## src/design/dfr_pkg.sv

```systemverilog
// Shared types, codes and helpers for the WebSocket frame deframer.
package dfr_pkg;

  // Default width of the payload length counter
  localparam int LENGTH_BITS_DEF = 32;

  // Opcodes that the action decode cares about
  localparam logic [3:0] OP_CONT  = 4'h0;
  localparam logic [3:0] OP_TEXT  = 4'h1;
  localparam logic [3:0] OP_CTRL  = 4'h8;
  localparam logic [3:0] OP_CLOSE = 4'h8;
  localparam logic [3:0] OP_PING  = 4'h9;

  // 7-bit length codes that select an extended length field
  localparam logic [6:0] LEN_EXT16 = 7'd126;
  localparam logic [6:0] LEN_EXT64 = 7'd127;

  // Header field sizes in bytes
  localparam logic [3:0] EXT16_BYTES = 4'd2;
  localparam logic [3:0] EXT64_BYTES = 4'd8;
  localparam logic [3:0] MASK_BYTES  = 4'd4;

  typedef enum logic [1:0] {
    ACT_TEXT    = 2'd0,
    ACT_CLOSE   = 2'd1,
    ACT_PONG    = 2'd2,
    ACT_DISCARD = 2'd3
  } action_t;

  // One result item plus its strobe
  typedef struct packed {
    logic       emit;
    logic [7:0] data;
    logic       has;
    action_t    act;
    logic       fin;
    logic       last;
  } result_t;

  // Control frames use their own opcode; data frames use the message opcode
  function automatic action_t action_of(input logic [3:0] frame_op,
                                        input logic [3:0] msg_op);
    logic [3:0] eff;
    eff = (frame_op >= OP_CTRL) ? frame_op : msg_op;
    if (eff == OP_TEXT) begin
      return ACT_TEXT;
    end else if (eff == OP_CLOSE) begin
      return ACT_CLOSE;
    end else if (eff == OP_PING) begin
      return ACT_PONG;
    end
    return ACT_DISCARD;
  endfunction

endpackage

```

## src/design/websocket_frame_deframer.sv

```systemverilog
// WebSocket client-to-server frame deframer, top level.
//
// Input channel: in_valid/in_ready carry one raw stream byte (in_byte) per item.
// Output channel: out_valid/out_ready carry zero or one result per input byte:
// payload_byte (unmasked), has_byte (0 on the end marker of an empty frame),
// action (text, close, pong echo, discard), frame_fin and frame_end.
// Header bytes (first byte, length, extended length, mask key) give no result,
// except the last mask key byte of an empty frame, which gives its end marker.
// Throughput: one byte per cycle while the receiver keeps out_ready high.
// An accepted byte is held in the input register, which feeds a single pass of
// parse and unmask logic into the result register.
// If the receiver stalls, the result register holds and one more byte waits
// in the input register; in_ready then drops until the result is taken.
// After the last item of a close frame, all further bytes are accepted and
// dropped. Reset (rst, synchronous) returns to waiting for a frame header,
// clears the stored opcodes and reopens the block.
module websocket_frame_deframer
  import dfr_pkg::*;
#(
  parameter int LENGTH_BITS = LENGTH_BITS_DEF
) (
  input  logic       clk,
  input  logic       rst,
  input  logic       in_valid,
  output logic       in_ready,
  input  logic [7:0] in_byte,
  output logic       out_valid,
  input  logic       out_ready,
  output logic [7:0] payload_byte,
  output logic       has_byte,
  output logic [1:0] action,
  output logic       frame_fin,
  output logic       frame_end
);

  logic       held;
  logic [7:0] held_byte;
  logic       advance;
  result_t    res;

  // Parse the held byte when the result slot can take a result
  assign advance = held && (!out_valid || out_ready);

  dfr_in_reg u_in_reg (
    .clk       (clk),
    .rst       (rst),
    .in_valid  (in_valid),
    .in_ready  (in_ready),
    .in_byte   (in_byte),
    .take      (advance),
    .held      (held),
    .held_byte (held_byte)
  );

  dfr_parser #(
    .LENGTH_BITS (LENGTH_BITS)
  ) u_parser (
    .clk     (clk),
    .rst     (rst),
    .step    (advance),
    .in_data (held_byte),
    .res     (res)
  );

  dfr_out_reg u_out_reg (
    .clk          (clk),
    .rst          (rst),
    .load         (advance && res.emit),
    .res          (res),
    .out_valid    (out_valid),
    .out_ready    (out_ready),
    .payload_byte (payload_byte),
    .has_byte     (has_byte),
    .action       (action),
    .frame_fin    (frame_fin),
    .frame_end    (frame_end)
  );

endmodule

```

## src/design/dfr_in_reg.sv

```systemverilog
// Input register stage of the deframer: holds one received byte.
module dfr_in_reg
  import dfr_pkg::*;
(
  input  logic       clk,
  input  logic       rst,
  input  logic       in_valid,
  output logic       in_ready,
  input  logic [7:0] in_byte,
  input  logic       take,
  output logic       held,
  output logic [7:0] held_byte
);

  // Free slot, or the held item leaves this cycle
  assign in_ready = !held || take;

  always_ff @(posedge clk) begin
    if (rst) begin
      held <= 1'b0;
    end else if (in_ready) begin
      held <= in_valid;
    end
    if (in_ready && in_valid) begin
      held_byte <= in_byte;
    end
  end

endmodule

```

## src/design/dfr_parser.sv

```systemverilog
// Frame header parser and payload unmasker: one byte per step.
module dfr_parser
  import dfr_pkg::*;
#(
  parameter int LENGTH_BITS = LENGTH_BITS_DEF
) (
  input  logic       clk,
  input  logic       rst,
  input  logic       step,
  input  logic [7:0] in_data,
  output result_t    res
);

  typedef enum logic [2:0] {
    PH_B0      = 3'd0,
    PH_B1      = 3'd1,
    PH_EXT16   = 3'd2,
    PH_EXT64   = 3'd3,
    PH_MASK    = 3'd4,
    PH_PAYLOAD = 3'd5
  } phase_t;

  phase_t                 phase, phase_next;
  logic [3:0]             hdr_count, hdr_count_next;
  logic                   fin_flag, fin_flag_next;
  logic [3:0]             frame_opcode, frame_opcode_next;
  logic [3:0]             message_opcode, message_opcode_next;
  logic [LENGTH_BITS-1:0] remaining_length, remaining_length_next;
  logic [31:0]            mask_key, mask_key_next;
  logic [1:0]             mask_index, mask_index_next;
  logic                   closed_flag, closed_flag_next;

  logic [6:0]             len7;
  logic [3:0]             count_inc;
  logic [3:0]             ext_bytes;
  logic [7:0]             mask_byte;
  logic [LENGTH_BITS-1:0] length_dec;
  action_t                act_cur;

  assign len7       = in_data[6:0];
  assign count_inc  = hdr_count + 4'd1;
  assign ext_bytes  = (phase == PH_EXT16) ? EXT16_BYTES : EXT64_BYTES;
  assign length_dec = remaining_length - LENGTH_BITS'(1);
  assign act_cur    = action_of(frame_opcode, message_opcode);

  // Mask byte for the current payload position, first key byte first
  always_comb begin
    unique case (mask_index)
      2'd0:    mask_byte = mask_key[31:24];
      2'd1:    mask_byte = mask_key[23:16];
      2'd2:    mask_byte = mask_key[15:8];
      default: mask_byte = mask_key[7:0];
    endcase
  end

  // Next state and result for the byte in the input register
  always_comb begin
    phase_next            = phase;
    hdr_count_next        = hdr_count;
    fin_flag_next         = fin_flag;
    frame_opcode_next     = frame_opcode;
    message_opcode_next   = message_opcode;
    remaining_length_next = remaining_length;
    mask_key_next         = mask_key;
    mask_index_next       = mask_index;
    closed_flag_next      = closed_flag;

    res      = '0;
    res.act  = act_cur;
    res.fin  = fin_flag;

    if (step && !closed_flag) begin
      unique case (phase)
        PH_B1: begin
          if (frame_opcode != OP_CONT && frame_opcode < OP_CTRL) begin
            message_opcode_next = frame_opcode;
          end
          hdr_count_next = 4'd0;
          if (len7 == LEN_EXT16) begin
            remaining_length_next = '0;
            phase_next            = PH_EXT16;
          end else if (len7 == LEN_EXT64) begin
            remaining_length_next = '0;
            phase_next            = PH_EXT64;
          end else begin
            remaining_length_next = LENGTH_BITS'(len7);
            phase_next            = PH_MASK;
          end
        end
        PH_EXT16, PH_EXT64: begin
          // big-endian shift in, upper bytes fall off
          remaining_length_next = {remaining_length[LENGTH_BITS-9:0], in_data};
          if (count_inc == ext_bytes) begin
            hdr_count_next = 4'd0;
            phase_next     = PH_MASK;
          end else begin
            hdr_count_next = count_inc;
          end
        end
        PH_MASK: begin
          mask_key_next = {mask_key[23:0], in_data};
          if (count_inc < MASK_BYTES) begin
            hdr_count_next = count_inc;
          end else begin
            hdr_count_next  = 4'd0;
            mask_index_next = 2'd0;
            if (remaining_length == '0) begin
              // empty frame: one end marker
              res.emit   = 1'b1;
              res.last   = 1'b1;
              phase_next = PH_B0;
              if (act_cur == ACT_CLOSE) begin
                closed_flag_next = 1'b1;
              end
            end else begin
              phase_next = PH_PAYLOAD;
            end
          end
        end
        PH_PAYLOAD: begin
          mask_index_next       = mask_index + 2'd1;
          remaining_length_next = length_dec;
          res.emit              = 1'b1;
          res.data              = in_data ^ mask_byte;
          res.has               = 1'b1;
          if (length_dec == '0) begin
            res.last        = 1'b1;
            phase_next      = PH_B0;
            hdr_count_next  = 4'd0;
            mask_index_next = 2'd0;
            if (act_cur == ACT_CLOSE) begin
              closed_flag_next = 1'b1;
            end
          end
        end
        default: begin
          // first header byte: FIN and opcode
          fin_flag_next     = in_data[7];
          frame_opcode_next = in_data[3:0];
          phase_next        = PH_B1;
        end
      endcase
    end
  end

  always_ff @(posedge clk) begin
    if (rst) begin
      phase            <= PH_B0;
      hdr_count        <= 4'd0;
      fin_flag         <= 1'b0;
      frame_opcode     <= 4'd0;
      message_opcode   <= 4'd0;
      remaining_length <= '0;
      mask_key         <= '0;
      mask_index       <= 2'd0;
      closed_flag      <= 1'b0;
    end else begin
      phase            <= phase_next;
      hdr_count        <= hdr_count_next;
      fin_flag         <= fin_flag_next;
      frame_opcode     <= frame_opcode_next;
      message_opcode   <= message_opcode_next;
      remaining_length <= remaining_length_next;
      mask_key         <= mask_key_next;
      mask_index       <= mask_index_next;
      closed_flag      <= closed_flag_next;
    end
  end

endmodule

```

## src/design/dfr_out_reg.sv

```systemverilog
// Result register of the deframer: holds one result item for the receiver.
module dfr_out_reg
  import dfr_pkg::*;
(
  input  logic       clk,
  input  logic       rst,
  input  logic       load,
  input  result_t    res,
  output logic       out_valid,
  input  logic       out_ready,
  output logic [7:0] payload_byte,
  output logic       has_byte,
  output logic [1:0] action,
  output logic       frame_fin,
  output logic       frame_end
);

  result_t held;

  // Load only happens when the slot is free or being emptied
  always_ff @(posedge clk) begin
    if (rst) begin
      out_valid <= 1'b0;
    end else if (load) begin
      out_valid <= 1'b1;
    end else if (out_ready) begin
      out_valid <= 1'b0;
    end
    if (load) begin
      held <= res;
    end
  end

  assign payload_byte = held.data;
  assign has_byte     = held.has;
  assign action       = held.act;
  assign frame_fin    = held.fin;
  assign frame_end    = held.last;

endmodule

```

## config.mk

```make
export PLATFORM = sky130hd
export DESIGN_NAME = websocket_frame_deframer
export DESIGN_NICKNAME = d
export VERILOG_FILES = /design/src/design/dfr_pkg.sv /design/src/design/websocket_frame_deframer.sv /design/src/design/dfr_in_reg.sv /design/src/design/dfr_parser.sv /design/src/design/dfr_out_reg.sv
export SDC_FILE = /design/constraint.sdc
export NUM_CORES = 1
export LEC_CHECK = 0
export ABC_AREA = 1
export BUFFER_PORTS_ARGS = -buffer_cell sky130_fd_sc_hd__buf_2
export CAP_MARGIN = 20
export CORE_ASPECT_RATIO = 1.75
export CORE_MARGIN = 2
export CORE_UTILIZATION = 65
export DETAILED_ROUTE_END_ITERATION = 7
export MAX_ROUTING_LAYER = met4
export PLACE_DENSITY = 0.89
export REMOVE_ABC_BUFFERS = 1
export SKIP_LAST_GASP = 1
export SYNTH_ARGS = -nofsm -noshare
export SYNTH_HDL_FRONTEND = slang
export SYNTH_SLANG_ARGS = --single-unit
```

## constraint.sdc

```tcl
create_clock -name clk -period 5.6 [get_ports clk]
set_clock_uncertainty 0.05 [all_clocks]
set_input_delay 0.84 -clock clk [delete_from_list [all_inputs] [get_ports clk]]
set_output_delay 0.84 -clock clk [all_outputs]
set_load 0.02 [all_outputs]
```

## Word level (Yosys, flattened, before mapping)

Cells that the tools add are included.

- Flip-flop bits (word level): 106
- Input bits: 12
- Output and inout bits: 15

- Add/sub/neg operators: 3
- $lt $le $gt $ge: 3
- Equal/unequal tests: 18
- Multiplexer cells: 41
- Bitwise operators: 2
- Reduce and logical (&&, ||, !) cells: 29

Operator list:

| kind | count |
|---|---|
| 32-bit one-hot mux with 3 select lines | 1 |
| 32-bit zero test | 2 |
| 32-bit two-way mux | 1 |
| 32-bit by 1-bit subtractor with 32-bit output (second input constant) | 1 |
| 8-bit one-hot mux with 3 select lines | 1 |
| 4-bit two-way mux | 5 |
| 3-bit two-way mux | 6 |
| 4-bit one-hot mux with 4 select lines | 1 |
| 7-bit == test (second input constant) | 2 |
| 1-bit two-way mux | 12 |
| 2-bit two-way mux | 6 |
| 3-bit one-hot mux with 4 select lines | 1 |
| 10-bit two-way mux | 1 |
| 9-bit two-way mux | 1 |
| 3-bit AND reduction | 3 |
| 4-bit == test (second input constant) | 2 |
| 2-bit AND reduction | 4 |
| 4-bit nonzero test | 2 |
| 8-bit XOR | 1 |
| 7-bit two-way mux | 1 |
| 3-bit by 2-bit == test with 1-bit output (second input constant) | 2 |
| 3-bit == test (second input constant) | 2 |
| 2-bit by 1-bit inequality test with 1-bit output (second input constant) | 3 |
| 1-bit one-hot mux with 2 select lines | 3 |
| 23 further kinds | 32 |

## Longest topological paths before layout

- Depth in word-level cells: 12
- Gate-level depth with buffers: 18

## Cells and area by module

From an unflattened synthesis, not the netlist that was laid out.

- Cell total of the unflattened synthesis: 828
- Area total of the unflattened synthesis: 5774.3 um2

Modules (own cells, without submodules):

| module | instances | cells an instance | area each (um2) |
|---|---|---|---|
| dfr_parser | 1 | 790 | 5026.1 |
| dfr_out_reg | 1 | 18 | 430.4 |
| dfr_in_reg | 1 | 14 | 287.8 |
| websocket_frame_deframer | 1 | 6 | 30.0 |

## Least setup slack after synthesis

No wires, ideal clock.

- Path kind: input -> register
- Start point: input port out_ready
- End point: register u_out_reg.held (netlist bit u_out_reg.action[0]), enable pin
- Setup time: 0.359 ns
- Arrival: 1.911 ns
- Slack: 3.280 ns
- Stages on the path: 7
- Path through: nor2_1 -> inv_1 -> nand3_1 -> nor2_1 -> clkbuf_1 -> nand3b_1 -> nand2_1

- Word-level cells in the longest chain between the ends: 5

RTL lines:

| element | line | source |
|---|---|---|
| start, declared | websocket_frame_deframer.sv:28 | `input logic out_ready,` |
| 1-bit logical OR (*) | websocket_frame_deframer.sv:42 | `assign advance = held && (!out_valid \|\| out_ready);` |
| 1-bit logical AND (*) | websocket_frame_deframer.sv:42 |  |
| 1-bit logical AND | dfr_parser.sv:72 | `if (step && !closed_flag) begin` |
| 10-bit two-way mux | dfr_parser.sv:72 |  |
| 1-bit logical AND (*) | websocket_frame_deframer.sv:68 | `.load (advance && res.emit),` |
| net u_out_reg.load | dfr_out_reg.sv:7 | `input logic load,` |
| end signal, assigned | dfr_out_reg.sv:30 | `held <= res;` |
| end, declared | dfr_out_reg.sv:18 | `result_t held;` |

Mark *: on every way through the listed nets, which the timed path passes. The rest lies on a longest branch.
A chain may end at the register's enable or synchronous reset.

## Worst setup path after layout

- Start point: register u_parser.remaining_length[0]
- End point: register u_out_reg.held (netlist bit u_out_reg.payload_byte[7]), enable pin

- Word-level cells in the longest chain between the ends: 6

RTL lines:

| element | line | source |
|---|---|---|
| start, declared | dfr_parser.sv:28 | `logic [LENGTH_BITS-1:0] remaining_length, remaining_length_next;` |
| start signal, assigned | dfr_parser.sv:163 | `remaining_length <= remaining_length_next;` |
| 32-bit zero test | dfr_parser.sv:107 | `if (remaining_length == '0) begin` |
| 1-bit two-way mux | dfr_parser.sv:107 |  |
| 1-bit two-way mux | dfr_parser.sv:102 | `if (count_inc < MASK_BYTES) begin` |
| 1-bit one-hot mux with 2 select lines | dfr_parser.sv:73 | `unique case (phase)` |
| 10-bit two-way mux | dfr_parser.sv:72 |  |
| 1-bit logical AND | websocket_frame_deframer.sv:68 |  |
| net u_out_reg.load | dfr_out_reg.sv:7 |  |

The timed path passes the listed nets, and every way through them passes these cells.

==> impl_results.md <==
* Result of the run: finished, final reports clean
* Die height at 129 um
* Maximum fanout along the worst path at 14
* Min Clock Period, post-route at 2750 ps
* Warnings, synthesis at 0
* Start point of the worst min-delay path: u_parser.fin_flag$_SDFFE_PP0P_
* Post-route non-filler standard cell count at 962
* All-layer global routing usage at 0.371
* EDFF count, synth at 21
* Global-route wire length before repair at about 27000 um
* Average wire length per cell after detail routing at ~17 um
* Quantity of I/O buffers inserted on ports at 26
* Total I/O pin count at 27
* Final-report setup violation count at 0
* Vias after detailed routing at between 5000 and 6000
* Hold Fails Final Rpt at 0
* Max Freq at between 300 and 400 MHz
* HPWL after DPL at around 12000 um
* Vias in the first global route at approximately 5600
* Primary FF master, synth: dfxtp_1
* TritonCTS clock tree: done
* Hold-fix buffer count after cts at 0
* Total DRC errors in the routed layout at 0
* Setup bufs post-CTS at 0
* Ratio of final minimum period to clock period at 0.491
* Share of cells above drive strength 1 at 0.112
* Die outline area at 9790 um^2
* Total power at between 0.002 and 0.0025 W
* First-pass detailed-route iteration total at 7
* CTS buffer count at 9
* Clock root buffer: clkbuf_16
* Min Hold Slack at 397 ps
* Clk sinks at 106
* Via count normalized by instance count at 6.12
* Total grt overflow at 0
* Routability-driven placement congestion ratio at 1.05
* Slew Limit Headroom at 0.490
* Number of levels in the clock H-tree at 3
* Setup repair after global routing missed its margin: no
* Effective utilization at floorplan at 0.669
* Final layout net count at about 860
* Relative contribution of the clock network to total power at 0.294
* Share of total power in sequential cells at 0.413
* Number of standard cells after synthesis at 830
* Worst-skew pair later-pin latency at between 300 and 400 ps
* Die span in x at 75.6 um
* Cell count after placement at 946
* Synthesis-to-finish area growth at 7.91%
* Setup TNS after final layout at 0 ps
* Combinational share of power at 0.293
* Netlist Area Pre-Place at 5840 um^2
* Static Leakage at 2.78 nW
* Post-route core utilization at 0.722
* Worst setup path start: u_parser.remaining_length[0]$_SDFFE_PP0P_
* # Max-Cap Violations at 0
* Post-synthesis sequential area ratio at 0.399
* Kind of start point of the critical path: register
* Synth unique cells at 39
* CTS max path bufs at 2
* Number of cells on the worst reg-to-reg path at 8
* Post-detailed-routing wire length at approximately 17000 um
* Synthesis-stage register bit count at 106
* Required time at the worst-slack endpoint at 5540 ps
* Number of instances on the worst hold path at 0
* Floorplan core area at just under 9000 um^2
* Critical path data arrival time at 2690 ps
* Final count of pins violating max slew at 0
* FFs w/ async S/R, synth at 0
* Antenna Violating Nets Remaining at 0
* Worst hold path class: reg2reg
* Slew at the pin closest to its max-slew limit at about 760 ps
* Sw frac at 0.370
* Average cell area after synthesis at 7.03 um^2
* Placement Rows at 45
* Antenna violations before repair at 0
* Worst R2R Start: u_parser.remaining_length[0]$_SDFFE_PP0P_
* Setup crit end kind: register
* Clock transition at the register clock pins on the worst setup and hold paths after CTS at around 70 ps
* Worst voltage drop across the vdd grid at 0.259 mV
* Internal power at 0.00130 W
* Antenna diode instance count at 0
* Worst Setup Path Type: reg2reg
* Reported net switching power at 0.000762 W
* Largest net degree at the start of global routing at 57
* PostCTS Resize Cnt at 0
* DRT iter0 DRCs at about 680
* Power density of the placed cells at 327 nW/um^2
==> cell type report <==
cell class / instances / area [um^2]
flip-flops and latches: 106 / 2330
inverters: 72 / 270
fillers: 696 / 2430
clock buffers: 9 / 225
repair buffers: 31 / 168
multi-input cells: 620 / 3110
clock inverters: 7 / 52.6
well taps: 117 / 146
==> cell usage in the layout (no fill, tap or decap), drive strengths merged <==
| cell type | Yosys | layout |
|---|---|---|
| a211oi | 1 | 1 |
| a21o | 1 | 1 |
| a21oi | 69 | 69 |
| a221oi | 27 | 27 |
| a31oi | 3 | 3 |
| and3 | 1 | 1 |
| buf | 12 | 31 |
| clkbuf | 20 | 9 |
| clkinv | 2 | 6 |
| clkinvlp | 0 | 1 |
| dfxtp | 85 | 85 |
| edfxtp | 21 | 21 |
| ha | 7 | 7 |
| inv | 70 | 72 |
| nand2 | 182 | 182 |
| nand3 | 45 | 45 |
| nand3b | 2 | 2 |
| nand4 | 15 | 15 |
| nor2 | 168 | 168 |
| nor3 | 12 | 12 |
| nor4 | 2 | 2 |
| o2111ai | 1 | 1 |
| o21ai | 65 | 65 |
| o31ai | 1 | 1 |
| or2 | 9 | 9 |
| xnor2 | 3 | 3 |
| xor2 | 6 | 6 |
==> worst paths after layout <==
path / end / slack, ps
min reg2reg: u_out_reg.frame_fin$_DFFE_PP_ / 400
max: u_out_reg.payload_byte[7]$_SDFFCE_PN0P_ / 2850
max reg2reg: u_out_reg.payload_byte[7]$_SDFFCE_PN0P_ / 2850
min: u_out_reg.frame_fin$_DFFE_PP_ / 400
==> layer usage <==
metal  vias up  global-route usage  part of all wire  wire length, um
met3        91              0.0863             0.065             1080
met2       307               0.618              0.52             8610
met4         0               0.239             0.071             1190
li1       2785                   -                 -                -
met5         -                   -                 0                0
met1      2702               0.377              0.35             5740
==> power by group through the flow <==
stage | Combinational [W] | Clock, W | Sequential (W)
floorplan | 0.000436 | 0 | 0.000854
global placement | 0.000557 | 0 | 0.000864
detailed placement | 0.000572 | 0 | 0.000866
CTS | 0.000577 | 0.000605 | 0.000849
global route | 0.000663 | 0.000634 | 0.000855
finish | 0.000603 | 0.000606 | 0.000851
==> registers in the layout, summed over array words and instances, names as in the netlist <==
name / count
u_parser.remaining_length: 32
u_parser.closed_flag: 1
u_out_reg.action: 2
u_out_reg.frame_fin: 1
u_in_reg.held_byte: 8
u_parser.mask_key: 32
u_out_reg.has_byte: 1
u_parser.hdr_count: 4
u_parser.mask_index: 2
u_parser.message_opcode: 4
u_out_reg.out_valid: 1
u_out_reg.frame_end: 1
u_in_reg.held: 1
u_out_reg.payload_byte: 8
u_parser.phase: 3
u_parser.fin_flag: 1
u_parser.frame_opcode: 4
==> Yosys cell counts, types with 2 or more instances <==
| cell | number | area (um^2) |
|---|---|---|
| clkinv_1 | 2 | 7.51 |
| a21oi_1 | 68 | 340 |
| edfxtp_1 | 21 | 631 |
| dfxtp_1 | 85 | 1700 |
| or2_2 | 9 | 56.3 |
| nand3_2 | 3 | 30.0 |
| ha_1 | 7 | 87.6 |
| nor2_8 | 3 | 60.1 |
| nand2_2 | 6 | 37.5 |
| a221oi_1 | 27 | 236 |
| a31oi_1 | 3 | 18.8 |
| buf_2 | 5 | 25.0 |
| nand3_1 | 41 | 205 |
| inv_2 | 3 | 11.3 |
| nor4_1 | 2 | 12.5 |
| clkbuf_1 | 20 | 75.1 |
| nor2_1 | 150 | 563 |
| nor2_2 | 10 | 62.6 |
| nand3b_1 | 2 | 15.0 |
| o21ai_1 | 4 | 20.0 |
| nand4_1 | 15 | 93.8 |
| nor2_4 | 5 | 56.3 |
| inv_1 | 67 | 251 |
| nand2_1 | 172 | 646 |
| xor2_1 | 6 | 52.6 |
| nand2_4 | 4 | 45.0 |
| buf_1 | 6 | 22.5 |
| xnor2_1 | 3 | 26.3 |
| nor3_1 | 12 | 60.1 |
| o21ai_0 | 60 | 300 |
==> stage by stage <==
stage          area, um^2  setup slack (ps)
5_1_grt              6300              2660
3_5_place_dp         6020              2610
6_report             6300              2850
4_1_cts              6300              2900
2_1_floorplan        5700              2150
3_3_place_gp         6020              2670
==> worst max-delay path, stage by stage, from the launching register on <==
cell and delay, ps:
dfxtp_1 340, inv_1 190, ha_1 350, nand3_4 160
nor2_4 180, nand4_1 90, nor3_1 300, nand3b_1 190
nand2_1 540
==> cell families (layout without fill, tap and decap cells) <==
kind of cell,after synthesis,after routing,share of synthesized area
and+or+nand+nor,436,436,0.337
xor gates and xnor gates,9,9,0.0135
AOI/OAI and AO/OA,168,168,0.165
DFF,106,106,0.399
buffers and inverters,104,119,0.0699
adders and majority gates,7,7,0.0150
No activity file was read; power rests on OpenSTA's default activity.
